`src/hbs_pkg.sv`:
```
// Shared types and constants of the heightmap bilinear sampler.
package hbs_pkg;

    localparam int GRID_SIZE_DEF = 256;

    localparam int CFG_DATA_W = 12;
    localparam int SIZE_W     = 9;
    localparam int COORD_W    = 17;
    localparam int HEIGHT_W   = 16;
    localparam int MAXH_W     = 12;
    localparam int WORLD_W    = 28;
    localparam int WEIGHT_W   = 17;
    localparam int BLEND_W    = 32;
    localparam int SCALED_W   = 44;

    localparam logic [SIZE_W-1:0] TERRAIN_SIZE_RST = 9'd256;
    localparam logic [MAXH_W-1:0] MAX_HEIGHT_RST   = 12'd256;
    localparam logic [MAXH_W-1:0] MAX_HEIGHT_CAP   = 12'd2048;

    // Round half up before dividing by the full-scale value 65535.
    localparam logic [SCALED_W-1:0] ROUND_BIAS = 44'd32767;
    localparam logic [16:0]         FULL_SCALE = 17'd65535;

    localparam logic CFG_TERRAIN_SIZE = 1'b0;
    localparam logic CFG_MAX_HEIGHT   = 1'b1;

    localparam logic KIND_WRITE  = 1'b0;
    localparam logic KIND_SAMPLE = 1'b1;

    typedef struct packed {
        logic       capture;
        logic       clear_en;
        logic       write_en;
        logic       rd_en;
        logic [1:0] vtx;
        logic       mul_en;
        logic       acc_en;
        logic       scale_en;
        logic       reduce_en;
        logic       load_result;
    } hbs_cmd_t;

    typedef struct packed {
        logic in_err;
        logic clear_last;
    } hbs_stat_t;

endpackage

```
`src/hbs_ctrl.sv`:
```
// Controller state machine of the heightmap bilinear sampler.
module hbs_ctrl import hbs_pkg::*; (
    input  logic      clk,
    input  logic      rst_n,
    input  logic      start,
    input  logic      kind,
    input  hbs_stat_t stat,
    output hbs_cmd_t  cmd,
    output logic      busy
);

    typedef enum logic [6:0] {
        ST_CLEAR  = 7'b000_0001,
        ST_IDLE   = 7'b000_0010,
        ST_WRITE  = 7'b000_0100,
        ST_FETCH  = 7'b000_1000,
        ST_SCALE  = 7'b001_0000,
        ST_REDUCE = 7'b010_0000,
        ST_FINISH = 7'b100_0000
    } hbs_state_t;

    // Four vertex reads, then FETCH waits for the last multiply and accumulate to drain.
    localparam logic [2:0] FETCH_READS = 3'd4;
    localparam logic [2:0] FETCH_LAST  = 3'd5;

    hbs_state_t state_reg, state_next;
    logic [2:0] cnt_reg, cnt_next;
    logic       mul_en_reg;
    logic       acc_en_reg;
    logic       rd_en;

    assign rd_en = (state_reg == ST_FETCH) && (cnt_reg < FETCH_READS);

    always_comb
    begin
        state_next = state_reg;
        cnt_next   = cnt_reg;
        case (state_reg)
            ST_CLEAR:
            begin
                if (stat.clear_last)
                begin
                    state_next = ST_IDLE;
                end
            end
            ST_IDLE:
            begin
                if (start)
                begin
                    cnt_next = 3'd0;
                    if (kind == KIND_WRITE)
                    begin
                        state_next = ST_WRITE;
                    end
                    else if (stat.in_err)
                    begin
                        state_next = ST_FINISH;
                    end
                    else
                    begin
                        state_next = ST_FETCH;
                    end
                end
            end
            ST_WRITE:  state_next = ST_FINISH;
            ST_FETCH:
            begin
                cnt_next = cnt_reg + 3'd1;
                if (cnt_reg == FETCH_LAST)
                begin
                    state_next = ST_SCALE;
                end
            end
            ST_SCALE:  state_next = ST_REDUCE;
            ST_REDUCE: state_next = ST_FINISH;
            ST_FINISH: state_next = ST_IDLE;
            default:   state_next = ST_IDLE;
        endcase
    end

    always_ff @(posedge clk or negedge rst_n)
    begin
        if (!rst_n)
        begin
            state_reg  <= ST_CLEAR;
            cnt_reg    <= 3'd0;
            mul_en_reg <= 1'b0;
            acc_en_reg <= 1'b0;
        end
        else
        begin
            state_reg  <= state_next;
            cnt_reg    <= cnt_next;
            mul_en_reg <= rd_en;
            acc_en_reg <= mul_en_reg;
        end
    end

    always_comb
    begin
        cmd             = '0;
        cmd.capture     = (state_reg == ST_IDLE) && start;
        cmd.clear_en    = (state_reg == ST_CLEAR);
        cmd.write_en    = (state_reg == ST_WRITE);
        cmd.rd_en       = rd_en;
        cmd.vtx         = cnt_reg[1:0];
        cmd.mul_en      = mul_en_reg;
        cmd.acc_en      = acc_en_reg;
        cmd.scale_en    = (state_reg == ST_SCALE);
        cmd.reduce_en   = (state_reg == ST_REDUCE);
        cmd.load_result = (state_reg == ST_FINISH);
    end

    assign busy = (state_reg != ST_IDLE);

endmodule

```
`config.mk`:
```
export PLATFORM = sky130hd
export DESIGN_NAME = hbs_ctrl
export DESIGN_NICKNAME = d
export VERILOG_FILES = /design/src/hbs_pkg.sv /design/src/hbs_ctrl.sv
export SDC_FILE = /design/constraint.sdc
export NUM_CORES = 1
export LEC_CHECK = 0
export ABC_AREA = 1
export BUFFER_PORTS_ARGS = -buffer_cell sky130_fd_sc_hd__clkbuf_2
export CORE_MARGIN = 2
export CORE_UTILIZATION = 35
export CTS_CLUSTER_DIAMETER = 40
export DETAILED_ROUTE_END_ITERATION = 8
export GPL_TIMING_DRIVEN = 0
export PLACE_DENSITY = 0.58
export SYNTH_ARGS = -nofsm -noshare
export SYNTH_HDL_FRONTEND = slang
export SYNTH_SLANG_ARGS = --single-unit
```
`constraint.sdc`:
```
create_clock -name clk -period 1.49 [get_ports clk]
set_input_delay 0.0745 -clock clk [delete_from_list [all_inputs] [get_ports clk]]
set_output_delay 0.0745 -clock clk [all_outputs]
set_load 0.01 [all_outputs]
```
* After elaboration in Yosys (flattened, before gate mapping)
Index checks and enable logic that the tools add are counted.
** Word-level totals
- Register bits after elaboration :: 12
- Bits of input ports :: 6
- Output and inout bits :: 12
** Operators by class
- Add/sub/neg operators :: 1
- Order comparisons :: 1
- Equal/unequal tests :: 12
- Muxes and demuxes :: 8
- Reduce and logical (&&, ||, !) cells :: 6
** Operators with widths (count)
- 2-to-1 mux 7 bit :: 5
- one-hot mux 7 bit (5 select lines) :: 1
- equality test 7 x 1 -> 1 bit (second input constant) :: 1
- equality test 7 x 2 -> 1 bit (second input constant) :: 1
- equality test 7 x 3 -> 1 bit (second input constant) :: 1
- equality test 7 x 4 -> 1 bit (second input constant) :: 1
- equality test 7 x 5 -> 1 bit (second input constant) :: 1
- equality test 7 x 6 -> 1 bit (second input constant) :: 1
- equality test 7 bit (second input constant) :: 1
- inequality test 7 x 2 -> 1 bit (second input constant) :: 1
- one-hot mux 3 bit (2 select lines) :: 1
- inequality test 2 bit (second input constant) :: 2
- adder 3 x 1 -> 3 bit (second input constant) :: 1
- equality test 3 bit (second input constant) :: 1
- < comparator 3 bit (second input constant) :: 1
- 2-to-1 mux 3 bit :: 1
- AND reduction 3 bit :: 1
- logical AND 1 bit :: 2
- inequality test 2 x 1 -> 1 bit (second input constant) :: 1
- AND reduction 2 bit :: 1
- nonzero test 2 bit :: 1
- OR reduction 2 bit :: 1

* Depth between registers and ports, before layout
- Depth after elaboration :: 4
- Mapped depth :: 8

* Worst setup path before layout
OpenSTA, ideal clock, no wires.
- Path type :: register -> register
- Start :: reg state_reg[0]
- End :: reg state_reg[1]
- Arrival time :: 1.069 ns
- Setup slack :: 0.356 ns
- Stages on the path, launching flop included :: 9
- Cell sequence :: dfstp_2 -> inv_2 -> nand2_1 -> nor2_1 -> nand2_2 -> nand3_1 -> nor2_1 -> nand2_1 -> nand2_1
** Between the ends
- Longest elaborated chain between the ends :: 3
** RTL lines
- start, declared :: RTL line hbs_ctrl.sv:26 : hbs_state_t state_reg, state_next;
- start signal, assigned :: RTL line hbs_ctrl.sv:92 : state_reg <= state_next;
- equality test 7 x 6 -> 1 bit, or another cell as far along :: RTL line hbs_ctrl.sv:38 : case (state_reg)
- OR reduction 2 bit (no source line), or another cell as far along
- one-hot mux 7 bit (5 select lines) / AND reduction 3 bit (equally long branches)
Several ways; a longest one is shown, not always the timed one.
A chain may end at the register's enable or synchronous reset.

* Worst setup path after layout
- Start :: reg state_reg[0]
- End :: out cmd[7] (netlist bit)
** Between the ends
- Longest elaborated chain between the ends :: 2
** RTL lines
- equality test 7 x 4 -> 1 bit :: RTL line hbs_ctrl.sv:32 : assign rd_en = (state_reg == ST_FETCH) && (cnt_reg < FETCH_READS);
- logical AND 1 bit :: RTL line hbs_ctrl.sv:32
- end, declared :: RTL line hbs_ctrl.sv:8 : output hbs_cmd_t cmd,
No other way between the ends.

==> out/summary.json <==
{
  "vdd_drop_max_uv": 794.0,
  "pwr_density_cell_nw_per_um2": 1517,
  "ios": 18,
  "overflow": 0,
  "outcome": "finished, final reports clean",
  "totalNegativeSetupSlack_ps": 0,
  "synth_cell_types": 18,
  "routed_wl_mm": 1.301,
  "clock-root-buffer": "clkbuf_4",
  "setup.worst_path.start": "state_reg[0]",
  "route.antenna.remaining_nets": 0,
  "dp.final_hpwl_um": 974.2,
  "grt_use_total_pct": 12.52,
  "worst_case_setup_margin_in_the_final_layout_ps": 74.15,
  "synth_simple_gate_area_share_pct": 34.23,
  "fin_crit_ps": 1416,
  "preCtsSetupSlack_ps": 175.7,
  "crit_path_max_fanout": 4,
  "fraction_of_synthesized_cell_area_in_xor_and_xnor_cells_pct": 1.254,
  "synth-seq-area-share_pct": 43.19,
  "dieHeight_um": 48.66,
  "cts.htree.levels": 1,
  "cp_data_arrival_time_ps": 1340,
  "total_power_w": 0.001437,
  "power.leakage_nw": 0.5609,
  "synth_area_per_cell_sq_um": 7.934,
  "mostFrequentLayoutCells": "17 x clkbuf_2, 13 x nand2_1, 11 x inv_1, 11 x dfrtp_1, 10 x nor2_1",
  "fillerInstances": 212,
  "floorplan.die_area_sq_um": 2368,
  "rr_startpoint": "state_reg[0]",
  "clk-insertion-delay-late_ps": 260,
  "cts-root-to-sink-buffers": 2,
  "tightestPinTransition_ps": 294.0,
  "clock-skew-final_ps": 4.579,
  "chipWidth_um": 48.66,
  "post-synth-top-area-cell": "dfrtp_1",
  "synth_area_leaders": "dfrtp_1 39%, nand2_1 7.5%, inv_1 6.5%, nor2_1 6.5%, nand3_1 5.7%",
  "final_max_slew_viol_count": 0,
  "min_period_over_period_pct": 95.02,
  "grt_pass1_vias": 548,
  "finalWeightedCongestion": 0.6752,
  "crit_required_ps": 1420,
  "largest_register_ffs": 7,
  "timing.critical_path.from_type": "flop",
  "worstSetupPathType": "flop to primary output",
  "wire_length_of_the_first_global_routing_pass_mm": 2.235,
  "synth_compound_area_share_pct": 2.151,
  "ys_warn_count": 0,
  "layout.nets": 125,
  "synth_top_family_by_area": "simple AND/OR/NAND/NOR gates",
  "antennaDiodeCount": 0,
  "detailedRoute.firstIterationViolations": 7,
  "grt_start_max_net_pins": 13,
  "worst-r2r-cell-count": 9,
  "wl_per_cell_um": 9.098,
  "cts_tree": "built",
  "syn_to_layout_area_delta_pct": 35.66,
  "final_util_pct": 49.28,
  "hold_class": "input pin to flop",
  "finalSetupViolations": 0,
  "synthesis.instances": 88,
  "slew_headroom_pct": 80.40,
  "worst-r2r-setup-slack_ps": 230,
  "core_area_sq_um": 1922,
  "max_cap_violations": 0,
  "setup.worst_path.end": "cmd[7]",
  "synth_top_area_share_pct": 39.43,
  "detailroute.via_count": 595,
  "drive_gt1_share_pct": 44.83,
  "antenna_found_initial": 0,
  "synth.ff_latch_count": 12,
  "timing.rr.end": "state_reg[1]",
  "synthesis.area_sq_um": 698.2,
  "cts_num_sinks": 12,
  "final_common_cell": "clkbuf_2",
  "floorplan.initialDensity_pct": 36.33,
  "post_synth_fa_ha_maj_area_fraction_pct": 3.584,
  "clk_transition_reported_paths_ps": 80,
  "final-hold-violation-count": 0,
  "synth_mux_area_share_pct": 0,
  "viasPerCell": 4.161,
  "max_freq_mhz": 706.3,
  "drtPass1Iterations": 4,
  "syn_nets": 96,
  "drt_drc_violations_left": 0,
  "floorplan.rows": 16,
  "port-buffer-count": 17,
  "cts_made_buffers": 3,
  "crit_path_end_kind": "primary output"
}
==> worst max-delay path: stages, from the launching register on <==
cell      delay (ps)
dfstp_2          540
inv_2             50
nand2_4           70
nor2_4            50
nand2_4           90
nor2_4            40
buf_4            120
clkbuf_2         110
==> power by group <==
group	internal (W)	switching, W	total [W]
logic	0.000314	0.000428	0.000743
registers	0.000390	0.0000540	0.000444
clock network	0.000148	0.000102	0.000250
==> cell families after synthesis <==
| kind of cell | count (synthesis) |
|---|---|
| AND/OR/NAND/NOR | 46 |
| buffers and inverters | 24 |
| flip-flops | 12 |
| adder cells (fa/ha/maj) | 2 |
| XOR/XNOR | 1 |
| AO/OA/AOI/OAI | 3 |
==> per-layer routing <==
layer	wire, um	vias up	track usage (%)
li1	-	314	-
met1	572	266	15.48
met2	660	13	20.55
met3	57	2	2.160
met4	10	0	7.143
met5	0	-	0
==> synth_stat cells <==
library cell,number
dfrtp_1,11
nand2_4,2
nand2_1,14
buf_4,5
nor2_8,1
xnor2_1,1
ha_1,2
nand3b_1,1
nor2_1,12
dfstp_2,1
o21ai_0,3
nand3_2,1
inv_1,12
inv_2,7
nand3_1,8
nor3_1,2
nand2_2,2
nor2_2,3
==> cell type report <==
class / instances / area (sq um) / share of cell area (%)
sequential: 12 / 301.5 / 31.84
clock buffer: 4 / 36.28 / 3.831
inverter: 19 / 71.32 / 7.530
multi-input combinational: 52 / 320.3 / 33.82
tap: 27 / 33.78 / 3.567
buffer: 5 / 37.54 / 3.963
timing repair buffer: 24 / 146.4 / 15.46
==> timing repair <==
action                                  4_1_cts  5_1_grt
cloned                                        0        0
setup buffers                                 2        3
pin swaps                                     1        4
hold endpoints to repair                     13        0
endpoints found under the setup margin        1        3
resized for setup                             5        5
hold buffers                                  2        0
==> metrics by stage <==
step	cell area (sq um)	hold slack, ps	instances
final	947.2	61.25	143
after floorplan	698.2	-221.1	88
after detailed placement	817.0	-21.57	132
after global placement	817.0	-24.86	132
after global routing	947.2	100.7	143
after CTS	905.9	64.62	140
==> worst min-delay path by stage <==
stage | endpoint | slack [ps] | cells past startpoint | from
after floorplan | acc_en_reg | -220 | 0 | rst_n
after global placement | cnt_reg[0] | -20 | 1 | rst_n
after detailed placement | cnt_reg[1] | -20 | 1 | rst_n
after CTS | state_reg[3] | 60 | 3 | stat[1]
after global routing | state_reg[3] | 100 | 3 | stat[1]
final | state_reg[0] | 60 | 4 | stat[0]
No activity file was read; power rests on OpenSTA's default activity.
